<file path="src/rtl/core/kcl_pkg.sv">
// kcl_pkg: shared types and constants of the keypad code lock
// no dependencies; imported by kcl_csr, kcl_core and keypad_code_lock_unit

package kcl_pkg;

   // fixed field widths
   localparam int KEY_W       = 2;
   localparam int CODE_W      = 8;
   localparam int CODE_DIGITS = 4;
   localparam int NUM_CODE_REGS = 3;
   localparam int ERR_W       = 4;
   localparam int TICK_W      = 8;
   localparam int MATCH_W     = 2;
   localparam int DIGITS_W    = 3;
   localparam int OUTCOME_W   = 3;
   localparam int CSR_ADDR_W  = 3;
   localparam int CSR_DATA_W  = 8;
   localparam int REQ_DATA_W  = 8;
   localparam int RSP_DATA_W  = 16;

   // saturation limits
   localparam logic [ERR_W-1:0]  ERR_MAX  = '1;
   localparam logic [TICK_W-1:0] TICK_MAX = '1;

   // register reset values
   localparam logic [CODE_W-1:0] CODE_A_RST        = 8'd0;
   localparam logic [CODE_W-1:0] CODE_B_RST        = 8'd85;
   localparam logic [CODE_W-1:0] CODE_C_RST        = 8'd170;
   localparam logic [ERR_W-1:0]  MAX_ERRORS_RST    = 4'd10;
   localparam logic [TICK_W-1:0] LOCKOUT_TICKS_RST = 8'd60;
   localparam logic [TICK_W-1:0] IDLE_TICKS_RST    = 8'd100;

   // register indexes
   typedef enum logic [CSR_ADDR_W-1:0] {
      CSR_CODE_A        = 3'd0,
      CSR_CODE_B        = 3'd1,
      CSR_CODE_C        = 3'd2,
      CSR_MAX_ERRORS    = 3'd3,
      CSR_LOCKOUT_TICKS = 3'd4,
      CSR_IDLE_TICKS    = 3'd5
   } csr_addr_type;

   // event kinds
   typedef enum logic [KEY_W-1:0] {
      ACT_DIGIT = 2'd0,
      ACT_CLEAR = 2'd1,
      ACT_TICK  = 2'd2
   } action_type;

   // result codes
   typedef enum logic [OUTCOME_W-1:0] {
      OUT_NONE    = 3'd0,
      OUT_IGNORED = 3'd1,
      OUT_TAKEN   = 3'd2,
      OUT_OPEN    = 3'd3,
      OUT_REJECT  = 3'd4
   } outcome_type;

   // configuration seen by the lock logic
   typedef struct packed {
      logic [NUM_CODE_REGS-1:0][CODE_W-1:0] code;
      logic [ERR_W-1:0]                     max_errors;
      logic [TICK_W-1:0]                    lockout_ticks;
      logic [TICK_W-1:0]                    idle_ticks;
   } cfg_type;

   // one accepted event
   typedef struct packed {
      logic [KEY_W-1:0] action;
      logic [KEY_W-1:0] key;
   } item_type;

   // one result
   typedef struct packed {
      logic [DIGITS_W-1:0]  digits_entered;
      logic                 locked_out;
      logic [MATCH_W-1:0]   matched_code;
      logic                 clear_tone;
      logic [OUTCOME_W-1:0] outcome;
   } rsp_type;

endpackage

</file>
<file path="src/rtl/core/kcl_csr.sv">
// kcl_csr: configuration registers of the keypad code lock
// depends on kcl_pkg

module kcl_csr (
   input  logic                                clock,
   input  logic                                reset,
   input  logic                                csr_we,
   input  logic [kcl_pkg::CSR_ADDR_W-1:0]      csr_addr,
   input  logic [kcl_pkg::CSR_DATA_W-1:0]      csr_wdata,
   output kcl_pkg::cfg_type                    cfg
);
   import kcl_pkg::*;

   cfg_type cfg_ff, cfg_in;

   // write decode, registers are masked to their width
   always_comb begin
      cfg_in = cfg_ff;
      if (csr_we) begin
         unique case (csr_addr_type'(csr_addr))
            CSR_CODE_A:        cfg_in.code[0]       = csr_wdata;
            CSR_CODE_B:        cfg_in.code[1]       = csr_wdata;
            CSR_CODE_C:        cfg_in.code[2]       = csr_wdata;
            CSR_MAX_ERRORS:    cfg_in.max_errors    = csr_wdata[ERR_W-1:0];
            CSR_LOCKOUT_TICKS: cfg_in.lockout_ticks = csr_wdata;
            CSR_IDLE_TICKS:    cfg_in.idle_ticks    = csr_wdata;
            default: ;
         endcase
      end
   end

   // register file
   always_ff @(posedge clock) begin
      if (reset) begin
         cfg_ff.code[0]       <= CODE_A_RST;
         cfg_ff.code[1]       <= CODE_B_RST;
         cfg_ff.code[2]       <= CODE_C_RST;
         cfg_ff.max_errors    <= MAX_ERRORS_RST;
         cfg_ff.lockout_ticks <= LOCKOUT_TICKS_RST;
         cfg_ff.idle_ticks    <= IDLE_TICKS_RST;
      end else begin
         cfg_ff <= cfg_in;
      end
   end

   assign cfg = cfg_ff;

endmodule

</file>
<file path="src/rtl/core/kcl_core.sv">
// kcl_core: lock state and the combinational event step
// depends on kcl_pkg; configuration comes from kcl_csr

module kcl_core #(
   parameter int CODE_LEN  = 4,
   parameter int NUM_CODES = 3
) (
   input  logic              clock,
   input  logic              reset,
   input  kcl_pkg::cfg_type  cfg,
   input  logic              step,
   input  kcl_pkg::item_type item,
   output kcl_pkg::rsp_type  rsp
);
   import kcl_pkg::*;

   localparam int CNT_W = $clog2(CODE_LEN + 1);

   logic [CODE_LEN-1:0][KEY_W-1:0]  keys_ff, keys_in;
   logic [CNT_W-1:0]                cnt_ff, cnt_in;
   logic [NUM_CODES-1:0]            used_ff, used_in;
   logic [ERR_W-1:0]                err_ff, err_in;
   logic [TICK_W-1:0]               lock_ff, lock_in;
   logic [TICK_W-1:0]               idle_ff, idle_in;
   logic                            timer_ff, timer_in;

   logic [NUM_CODES-1:0][CODE_LEN-1:0][KEY_W-1:0] code_dig;
   logic [NUM_CODES-1:0]            code_hit;
   logic [TICK_W-1:0]               idle_inc;
   logic [CNT_W-1:0]                cnt_sum;
   logic                            hit;
   outcome_type                     outcome;
   logic                            clear_tone;
   logic [MATCH_W-1:0]              matched;

   // expected digits per code; missing codes and digits read as key 0
   for (genvar k = 0; k < NUM_CODES; k++) begin : g_code
      for (genvar i = 0; i < CODE_LEN; i++) begin : g_dig
         if (k < NUM_CODE_REGS && i < CODE_DIGITS) begin : g_real
            assign code_dig[k][i] = cfg.code[k][KEY_W*i +: KEY_W];
         end else begin : g_zero
            assign code_dig[k][i] = '0;
         end
      end
      // codes beyond the register set never match
      if (k < NUM_CODE_REGS) begin : g_cmp
         assign code_hit[k] = !used_ff[k] && (keys_in == code_dig[k]);
      end else begin : g_none
         assign code_hit[k] = 1'b0;
      end
   end

   // event step
   always_comb begin
      keys_in    = keys_ff;
      cnt_in     = cnt_ff;
      used_in    = used_ff;
      err_in     = err_ff;
      lock_in    = lock_ff;
      idle_in    = idle_ff;
      timer_in   = timer_ff;
      outcome    = OUT_NONE;
      clear_tone = 1'b0;
      matched    = '0;
      hit        = 1'b0;
      idle_inc   = (idle_ff != TICK_MAX) ? idle_ff + 1'b1 : idle_ff;
      cnt_sum    = '0;

      unique case (action_type'(item.action)) inside
         ACT_TICK: begin
            if (timer_ff) begin
               if (err_ff >= cfg.max_errors && lock_ff != TICK_MAX)
                  lock_in = lock_ff + 1'b1;
               idle_in = idle_inc;
               // idle timeout drops the entry and the errors
               if (idle_inc > cfg.idle_ticks) begin
                  cnt_in   = '0;
                  idle_in  = '0;
                  err_in   = '0;
                  timer_in = 1'b0;
               end
            end
         end
         ACT_DIGIT, ACT_CLEAR: begin
            timer_in = 1'b1;
            idle_in  = '0;
            if (err_ff >= cfg.max_errors && lock_ff <= cfg.lockout_ticks) begin
               outcome = OUT_IGNORED;
            end else begin
               // lockout over: start from a clean slate
               if (err_ff >= cfg.max_errors) begin
                  err_in  = '0;
                  lock_in = '0;
               end
               if (item.action == ACT_DIGIT) begin
                  for (int i = 0; i < CODE_LEN; i++) begin
                     if (cnt_ff == CNT_W'(i)) keys_in[i] = item.key;
                  end
                  cnt_sum = cnt_ff + 1'b1;
               end else begin
                  keys_in    = '0;
                  lock_in    = '0;
                  clear_tone = 1'b1;
               end
               if (cnt_sum < CNT_W'(CODE_LEN)) begin
                  outcome = OUT_TAKEN;
                  cnt_in  = cnt_sum;
               end else begin
                  // first unused code that matches wins
                  for (int k = 0; k < NUM_CODES; k++) begin
                     if (!hit && code_hit[k]) begin
                        hit        = 1'b1;
                        matched    = MATCH_W'(k);
                        used_in[k] = 1'b1;
                     end
                  end
                  if (hit) begin
                     outcome = OUT_OPEN;
                     err_in  = '0;
                  end else begin
                     outcome = OUT_REJECT;
                     if (err_in != ERR_MAX) err_in = err_in + 1'b1;
                  end
                  cnt_in = '0;
               end
            end
         end
         default: ;
      endcase
   end

   assign rsp.outcome        = outcome;
   assign rsp.clear_tone     = clear_tone;
   assign rsp.matched_code   = matched;
   assign rsp.locked_out     = (err_in >= cfg.max_errors);
   assign rsp.digits_entered = DIGITS_W'(cnt_in);

   // state update on each transfer
   always_ff @(posedge clock) begin
      if (reset) begin
         keys_ff  <= '0;
         cnt_ff   <= '0;
         used_ff  <= '0;
         err_ff   <= '0;
         lock_ff  <= '0;
         idle_ff  <= '0;
         timer_ff <= 1'b0;
      end else if (step) begin
         keys_ff  <= keys_in;
         cnt_ff   <= cnt_in;
         used_ff  <= used_in;
         err_ff   <= err_in;
         lock_ff  <= lock_in;
         idle_ff  <= idle_in;
         timer_ff <= timer_in;
      end
   end

`ifndef SYNTHESIS
   // entry buffer never holds a full code between steps
   assert property (@(posedge clock) disable iff (reset)
      cnt_ff < CNT_W'(CODE_LEN))
      else $error("entry count reached code length");

   // an opened lock leaves no errors behind
   assert property (@(posedge clock) disable iff (reset)
      step && outcome == OUT_OPEN |=> err_ff == '0)
      else $error("error count not cleared after open");

   // an ignored key leaves the entry alone
   assert property (@(posedge clock) disable iff (reset)
      step && outcome == OUT_IGNORED |=> cnt_ff == $past(cnt_ff))
      else $error("ignored key changed the entry");

   // used codes are never freed
   assert property (@(posedge clock) disable iff (reset || $past(reset))
      (used_ff & $past(used_ff)) == $past(used_ff))
      else $error("used code became free");
`endif

endmodule

</file>
<file path="src/rtl/core/keypad_code_lock_unit.sv">
// keypad_code_lock_unit: a request passes the input register, then the step logic
// into the response register, before its response is valid and can transfer
// throughput one event per cycle while responses are taken; a waiting response holds the input register,
// so the request side takes at most one more event and then waits for rsp_tready
// reset is synchronous and active high; it loads the register defaults and
// clears the entry, errors, counters, used codes and both pipeline stages

module keypad_code_lock_unit #(
   parameter int CODE_LEN  = 4,
   parameter int NUM_CODES = 3
) (
   input  logic                              clock,
   input  logic                              reset,
   // request stream
   input  logic                              req_tvalid,
   output logic                              req_tready,
   input  logic [kcl_pkg::REQ_DATA_W-1:0]    req_tdata,  // [1:0] key, rest zero
   input  logic [kcl_pkg::KEY_W-1:0]         req_tuser,  // [1:0] action
   // response stream
   output logic                              rsp_tvalid,
   input  logic                              rsp_tready,
   // [2:0] outcome, [3] clear_tone, [5:4] matched_code, [6] locked_out,
   // [9:7] digits_entered, rest zero
   output logic [kcl_pkg::RSP_DATA_W-1:0]    rsp_tdata,
   // configuration writes
   input  logic                              csr_we,
   input  logic [kcl_pkg::CSR_ADDR_W-1:0]    csr_addr,
   input  logic [kcl_pkg::CSR_DATA_W-1:0]    csr_wdata
);
   import kcl_pkg::*;

   cfg_type  cfg;
   item_type in_ff;
   logic     in_vld_ff;
   rsp_type  rsp_step;
   rsp_type  rsp_ff;
   logic     rsp_vld_ff;
   logic     advance;

   kcl_csr u_csr (
      .clock     (clock),
      .reset     (reset),
      .csr_we    (csr_we),
      .csr_addr  (csr_addr),
      .csr_wdata (csr_wdata),
      .cfg       (cfg)
   );

   // input stage moves into the response register when that slot frees up
   assign advance    = in_vld_ff && (!rsp_vld_ff || rsp_tready);
   assign req_tready = !in_vld_ff || advance;

   always_ff @(posedge clock) begin
      if (reset) begin
         in_vld_ff <= 1'b0;
      end else if (req_tready) begin
         in_vld_ff <= req_tvalid;
      end
   end

   // input payload
   always_ff @(posedge clock) begin
      if (req_tvalid && req_tready) begin
         in_ff.action <= req_tuser;
         in_ff.key    <= req_tdata[KEY_W-1:0];
      end
   end

   kcl_core #(
      .CODE_LEN  (CODE_LEN),
      .NUM_CODES (NUM_CODES)
   ) u_core (
      .clock (clock),
      .reset (reset),
      .cfg   (cfg),
      .step  (advance),
      .item  (in_ff),
      .rsp   (rsp_step)
   );

   // response register
   always_ff @(posedge clock) begin
      if (reset) begin
         rsp_vld_ff <= 1'b0;
      end else if (advance) begin
         rsp_vld_ff <= 1'b1;
      end else if (rsp_tready) begin
         rsp_vld_ff <= 1'b0;
      end
   end

   always_ff @(posedge clock) begin
      if (advance) rsp_ff <= rsp_step;
   end

   assign rsp_tvalid = rsp_vld_ff;
   assign rsp_tdata  = RSP_DATA_W'(rsp_ff);

`ifndef SYNTHESIS
   // a waiting response is not overwritten
   assert property (@(posedge clock) disable iff (reset)
      rsp_vld_ff && !rsp_tready |-> !advance)
      else $error("pending response overwritten");

   // input stage is never dropped without a transfer onward
   assert property (@(posedge clock) disable iff (reset)
      in_vld_ff && !advance |=> in_vld_ff)
      else $error("input stage lost an event");

   // every step produces a response next cycle
   assert property (@(posedge clock) disable iff (reset)
      advance |=> rsp_vld_ff)
      else $error("step without response");
`endif

endmodule
</file>
<file path="config.mk">
export PLATFORM = sky130hd
export DESIGN_NAME = keypad_code_lock_unit
export DESIGN_NICKNAME = d
export VERILOG_FILES = /design/src/rtl/core/kcl_pkg.sv /design/src/rtl/core/kcl_csr.sv /design/src/rtl/core/kcl_core.sv /design/src/rtl/core/keypad_code_lock_unit.sv
export SDC_FILE = /design/constraint.sdc
export NUM_CORES = 1
export LEC_CHECK = 0
export ABC_CLOCK_PERIOD_IN_PS = 5860
export BUFFER_PORTS_ARGS = -buffer_cell sky130_fd_sc_hd__buf_2
export CORE_MARGIN = 3
export CORE_UTILIZATION = 40
export CTS_CLUSTER_DIAMETER = 100
export CTS_CLUSTER_SIZE = 28
export DETAILED_ROUTE_END_ITERATION = 10
export GPL_ROUTABILITY_DRIVEN = 1
export PLACE_DENSITY = 0.59
export RECOVER_POWER = 25
export SETUP_SLACK_MARGIN = 0.02
export SLEW_MARGIN = 30
export SYNTH_ARGS = -nofsm -noshare
export SYNTH_HDL_FRONTEND = slang
export SYNTH_SLANG_ARGS = --single-unit
</file>
<file path="constraint.sdc">
create_clock -name clock -period 5.86 [get_ports clock]
set_input_delay 0.293 -clock clock [delete_from_list [all_inputs] [get_ports clock]]
set_output_delay 0.293 -clock clock [all_outputs]
set_load 0.03 [all_outputs]
</file>
==> metrics.csv, run 1 <==
metric,value,unit
regArea,2042,um^2
io_pins,44,
cts_setup_buffers,0,
ys_seq_area_share,38.81,%
synth-edff-count,14,
tightest_slew,3.203,ns
ir_drop,0.2488,mV
clock_sinks,95,
h-tree-depth,3,
cts_tree,built,
hold_class,input pin to flop,
drive_gt1_share,10.06,%
die_area,14560,um^2
n_antenna_cell,0,
finalCriticalPeriod,4.540,ns
fillCellCount,1300,
failed_checks,"capacitance limit, slew limit",
synth_warnings,0,
cap_violations,1,
tns,0,ns
antenna_left,0,
synthXorXnorAreaFrac,5.161,%
gp_congestion,0.8995,
drt_iter0_drc,307,
routed_wl,12170,um
syn_avg_cell_area,8.391,um^2
netlist.area_leader.share,30.82,%
post-dp-hpwl,8894,um
ctsHoldBuffers,0,
grt_pass1_wl,20700,um
die_h,120.7,um
p_leak,0.002341,uW
finalHoldViolCount,0,
arrival,4.64,ns
clk_pin_slew,0.07,ns
drt_pass1_iterations,5,
clk-insertion-delay-late,0.35,ns
cts_resized,0,
final_core_util,46.27,%
pwr_density_cell,255.8,nW/um^2
synth-simple-area-share,23.90,%
grt_max_degree,75,
critPathSlowestCell,or4_1,
wl_per_cell,14.69,um
worst_setup_path_start_kind,flop,
syn_area,5261,um^2
via_per_inst,5.301,
fin_nets,709,
core_area,12720,um^2
synth.most_common_cell,nand2_1,
status,"finished, violations left",
track_usage,17.63,%
vias,4389,
rows,41,
cp-end-kind,flop,
io_buffers,31,
cts_root_buf,clkbuf_16,
synth_fa_ha_area_share,7.610,%
initial_core_util,41.36,%
syn_inst,627,
period_share,77.47,%
synthMuxAreaShare,3.472,%
crit_path_frequent_cell,nand2b_1,
multi_input_area,2960,um^2
antenna_found_initial,0,
synth_commonest_cells,"nand2_1 (95), dfxtp_1 (81), nor2_1 (75)",
synth_top_family_by_area,simple AND/OR/NAND/NOR gates,
async_flop_share,0,%
setup_viol,0,
numCtsBuffers,9,
drcViolationCount,0,
maxSlewHeadroom,-113.6,%
yosys-top-cells-area,"dfxtp_1 (31%), edfxtp_1 (8.0%), ha_1 (7.6%)",
timing.fmax,220.3,MHz
critical-path-max-stage-delay,0.65,ns
grt_overflow,0,
cp.required,5.96,ns
synthFlopType,dfxtp_1,
yosysTopAreaCell,dfxtp_1,
critical_path_class,flop to flop,
cp_max_fo,13,
slew_violations,75,
syn2layout_area_growth,11.89,%
synth_compound_area_share,15.60,%
yosysUniqueCellTypes,63,
clock_path_buffers,2,
clock-skew-final,0.006972,ns
synth_seq_cells,95,
die_w,120.7,um
grt_pass1_vias,4177,
rsz0062_at_grt,no,
path_cells,inv_1 > ha_1 > nand2b_1 > a2111oi_4 > o21ai_2 > nand3_2 > or4_1 > o41ai_1 > nand3_1 > or4_1 > nand3_4 > a2bb2oi_2 > ha_1 > nand2b_1 > a21oi_1 > nor2b_1 > o21ai_0 > nand2b_1,
-- area by class of cell --
class | count | area share [%]
inverter | 43 | 2.742
timing repair buffer | 33 | 2.827
tap | 172 | 3.656
clock buffer | 12 | 4.548
clock inverter | 4 | 1.254
sequential | 95 | 34.69
multi-input combinational | 469 | 50.29
-- power breakdown --
group	switching (uW)	leakage, uW	internal [uW]
logic	96.1	0.00138	50.1
registers	12.7	0.000792	678
clock network	256	0.000168	413
-- final timing paths --
check,from,to,slack [ns],cells after the start
min reg2reg,u_csr.cfg[4],u_csr.cfg[4],0.46,2
max,u_core.err_ff[0],rsp_tdata[6],1.32,18
min,req_tuser[1],in_ff[3],0.12,1
max reg2reg,u_core.err_ff[0],rsp_tdata[6],1.32,18
-- sequential cells by signal, summed over array words and instances, names as in the netlist --
| name | count |
|---|---|
| u_core.cnt_ff | 3 |
| u_core.used_ff | 3 |
| u_core.err_ff | 4 |
| u_csr.cfg | 44 |
| in_vld_ff | 1 |
| in_ff | 4 |
| u_core.timer_ff | 1 |
| u_core.lock_ff | 8 |
| u_core.keys_ff | 8 |
| rsp_tdata | 10 |
| rsp_tvalid | 1 |
| u_core.idle_ff | 8 |
-- logic make-up (layout without fill, tap and decap cells) --
family,Yosys count,after routing
mux,18,18
buf+inv,68,92
other cells,1,6
xor+xnor,31,31
fa+ha+maj,32,32
simple gates,263,263
compound gates,119,119
flops,95,95
-- placed cells by master (no fill, tap or decap), types with 7 or more instances in the layout --
master     count
nand2_1       95
dfxtp_1       81
nor2_1        75
inv_1         42
a21oi_1       41
ha_1          32
buf_2         31
xnor2_1       24
nor2b_1       16
mux2i_1       16
o21ai_0       15
nand3_1       14
edfxtp_1      14
nand3b_1      12
a22oi_1       10
clkbuf_16     10
nand4_1        9
nand2b_1       8
nor3_1         8
a211o_1        7
xor2_1         7
-- layer usage --
layer | wire length, um | GRT usage, %
met1 | 6016 | 24.52
met2 | 5341 | 27.45
met3 | 652 | 4.303
met4 | 155 | 4.603
met5 | 0 | 0
-- per-stage QoR --
step                      hold slack, ns  cell area (um^2)  worst slack [ns]  power, uW  instances
after global routing              0.1032              5887             1.008       1563        828
after CTS                         0.1060              5886             1.311       1520        828
final                             0.1175              5887             1.320       1506        828
after floorplan                   0.3919              5280             1.911      812.1        632
after global placement            0.4371              5544             1.384      847.6        812
after detailed placement          0.4497              5544             1.339      851.1        812
-- worst max-delay path, delay by kind of cell (launching register included) --
kind | cells | cell delay (ns)
compound gates | 6 | 0.89
fa+ha+maj | 2 | 0.49
buf+inv | 1 | 0.07
flops | 1 | 0.42
simple gates | 9 | 2.40
Power figures use the tool's default switching activity.
==> run 2: changes to the inputs <==
--- a/config.mk
+++ b/config.mk
@@ -5,7 +5,7 @@
 export SDC_FILE = /design/constraint.sdc
 export NUM_CORES = 1
 export LEC_CHECK = 0
-export ABC_CLOCK_PERIOD_IN_PS = 5860
+export ABC_CLOCK_PERIOD_IN_PS = 4250
 export BUFFER_PORTS_ARGS = -buffer_cell sky130_fd_sc_hd__buf_2
 export CORE_MARGIN = 3
 export CORE_UTILIZATION = 40
==> constraint.sdc (replaced) <==
create_clock -name clock -period 4.25 [get_ports clock]
set_input_delay 0.2125 -clock clock [delete_from_list [all_inputs] [get_ports clock]]
set_output_delay 0.2125 -clock clock [all_outputs]
set_load 0.03 [all_outputs]
==> run 2 against run 1 <==
Net effect: the run still ends with capacitance limit, slew limit left; critical path depth stayed put; wire length is 4.6% higher; final area is 2.8% higher; worst hold slack worse by 0.081 ns; combinational power is 57% higher; sequential share of layout area is 0.93 points lower; fmax is 14% higher; utilization is 1.3 points higher; count of clock-buffer cells in the layout is 1 higher; power is 29% higher; global-route usage is 0.051 points higher; critical path type unchanged.
==> metrics.csv, run 2 (synthesized netlist as in run 1, its figures left out) <==
metric,value,unit,change
clock-skew-final,0.01059,ns,+0.003620 ns
clock_path_buffers,2,,unchanged
n_antenna_cell,0,,unchanged
die_w,120.7,um,unchanged
ir_drop,0.3638,mV,+46%
grt_overflow,0,,unchanged
p_seq_share,48.9,%,+3.0 points
rr_worst_depth,18,,unchanged
maxSlewHeadroom,-27.54,%,+86 points
antenna_found_initial,0,,unchanged
fillCellCount,1291,,-0.69%
power_frac_clock,39.4,%,-5.0 points
min-delay-start,req_tuser[1],,
regArea,2042,um^2,unchanged
clock_sinks,95,,unchanged
finalHoldViolCount,0,,unchanged
cp_max_fo,5,,-8
via_per_inst,5.214,,-1.6%
post-dp-hpwl,9477,um,+6.6%
top_usage_layer,met2,,
grt_pass1_vias,4092,,-2.0%
dp.cells,831,,+2.3%
setup_viol,0,,unchanged
syn2layout_area_growth,14.98,%,
arrival,4.09,ns,-0.55 ns
p_leak,0.002395,uW,+2.3%
wl_per_cell,14.94,um,+1.7%
cts_tree,built,,
worstReg2RegStart,u_csr.cfg[9],,
drcViolationCount,0,,unchanged
ctsHoldBuffers,0,,unchanged
cp.required,4.35,ns,-1.61 ns
r2r-end,rsp_tdata[6],,
drive_gt1_share,12.21,%,+2.1 points
track_usage,17.68,%,+0.051 points
status,"finished, violations left",,
layout_common_cells,"nand2_1 (95), dfxtp_1 (81), nor2_1 (74), inv_1 (42), a21oi_1 (41)",,
tightest_slew,1.913,ns,-1.290 ns
antenna_left,0,,unchanged
numCtsBuffers,9,,unchanged
initial_core_util,41.36,%,unchanged
finalCriticalPeriod,3.988,ns,-0.5514 ns
drt_iter0_drc,351,,+14%
core_area,12720,um^2,unchanged
grt_use_met2,27.77,%,+0.31 points
power,1945,uW,+29%
hold_class,input pin to flop,,
slew_violations,47,,-37%
cp-end-kind,flop,,
cts_root_buf,clkbuf_16,,
hold-path-endpoint,in_ff[3],,
pwr_density_cell,321.6,nW/um^2,+26%
clk_pin_slew,0.07,ns,about the same
hold_depth,1,,unchanged
gr-usage-met3,4.303,%,unchanged
tns,0,ns,unchanged
critical_path_class,flop to flop,,
rows,41,,unchanged
switching_share,25.54,%,+1.3 points
failed_checks,"capacitance limit, slew limit",,
h-tree-depth,3,,unchanged
fin_area,6050,um^2,+2.8%
r2r_slack,0.26,ns,-1.06 ns
die_h,120.7,um,unchanged
timing.fmax,250.7,MHz,+14%
dpl_cell_area,5687,um^2,+2.6%
final_common_cell,nand2_1,,
period_share,93.84,%,+16 points
clk-insertion-delay-late,0.35,ns,about the same
largest_reg_flops,44,,unchanged
internal_power,1449,uW,+27%
worst_setup_path_start_kind,flop,,
p_sw,496.8,uW,+36%
io_pins,44,,unchanged
cap_violations,1,,unchanged
die_area,14560,um^2,unchanged
routed_wl,12730,um,+4.6%
multi_input_area,3020,um^2,+2.0%
grt_max_degree,47,,-37%
layout.cells.non_filler,852,,+2.9%
io_buffers,31,,unchanged
fin_nets,733,,+3.4%
vias,4442,,+1.2%
grt_pass1_wl,20470,um,-1.1%
grtUsageMet1,24.85,%,+0.33 points
drt_pass1_iterations,5,,unchanged
combinationalPowerShare,11.8,%,+2.1 points
gp_congestion,0.9211,,+2.4%
## run 2: cell count changes in the layout (fill, tap and decap cells not counted), moves of 2 or more
cell / change
bufinv_16: -2
buf_4: +23
clkbuf_1: +14
buf_2: -13
## run 2: metrics by stage
step / setup slack [ns] / hold WS (ns) / utilization (%)
2_1_floorplan: 0.3005 / 0.3114 / -
3_3_place_gp: 0.1741 / 0.3901 / 44.70
3_5_place_dp: 0.1219 / 0.3935 / 44.70
4_1_cts: 0.1031 / 0.02835 / 46.87
5_1_grt: -0.005866 / 0.02770 / 47.55
6_report: 0.2617 / 0.03696 / 47.55
## run 2: worst max path at each step
stage | endpoint | slack, ns | depth (start not counted) | startpoint
global route | rsp_tdata[6] | -0.006 | 21 | u_core.idle_ff[3]
global placement | rsp_tdata[6] | 0.17 | 18 | u_csr.cfg[9]
detailed placement | rsp_tdata[6] | 0.12 | 18 | u_csr.cfg[9]
CTS | rsp_tdata[6] | 0.10 | 18 | u_csr.cfg[9]
floorplan | rsp_tdata[6] | 0.30 | 20 | u_core.err_ff[0]
finish | rsp_tdata[6] | 0.26 | 18 | u_csr.cfg[9]
## run 2: area by class of cell
class | instances | area share, %
multi-input cells | 469 | 49.93
flip-flops and latches | 95 | 33.75
repair buffers | 57 | 5.522
clock buffers | 13 | 4.302
well taps | 172 | 3.557
inverters | 43 | 2.668
clock inverters | 3 | 0.2689
## run 2: layer usage
| metal | vias up | part of all wire [%] |
|---|---|---|
| met5 | - | 0 |
| met4 | 0 | 0.94 |
| met3 | 11 | 5.0 |
| met2 | 106 | 45 |
| met1 | 2076 | 49 |
| li1 | 2249 | - |
## run 2: timing repair
item | CTS | global route
setup buffers | 0 | 5
gates resized for setup | 0 | 14
endpoints found under the setup margin | 0 | 1
## run 2: power by group through the flow
stage / registers (uW) / clock network (uW) / logic, uW
6_report: 951 / 766 / 229
5_1_grt: 953 / 818 / 251
4_1_cts: 950 / 786 / 217
3_5_place_dp: 971 / 0 / 217
3_3_place_gp: 970 / 0 / 213
2_1_floorplan: 976 / 0 / 144
## run 2: worst max-delay path, cell delays in order (launching register included)
cell and delay [ns]:
dfxtp_1 0.33, inv_1 0.05, ha_1 0.30, nor2b_1 0.14, o211ai_1 0.23, a211o_1 0.28
nand3_4 0.13, or4_1 0.54, o41ai_2 0.07, nand3_1 0.14, or4_4 0.52, nand3_4 0.11
a2bb2oi_2 0.15, ha_1 0.23, nand2b_1 0.14, a21oi_1 0.14, nor2b_1 0.06, o21ai_1 0.12
nand2b_1 0.06
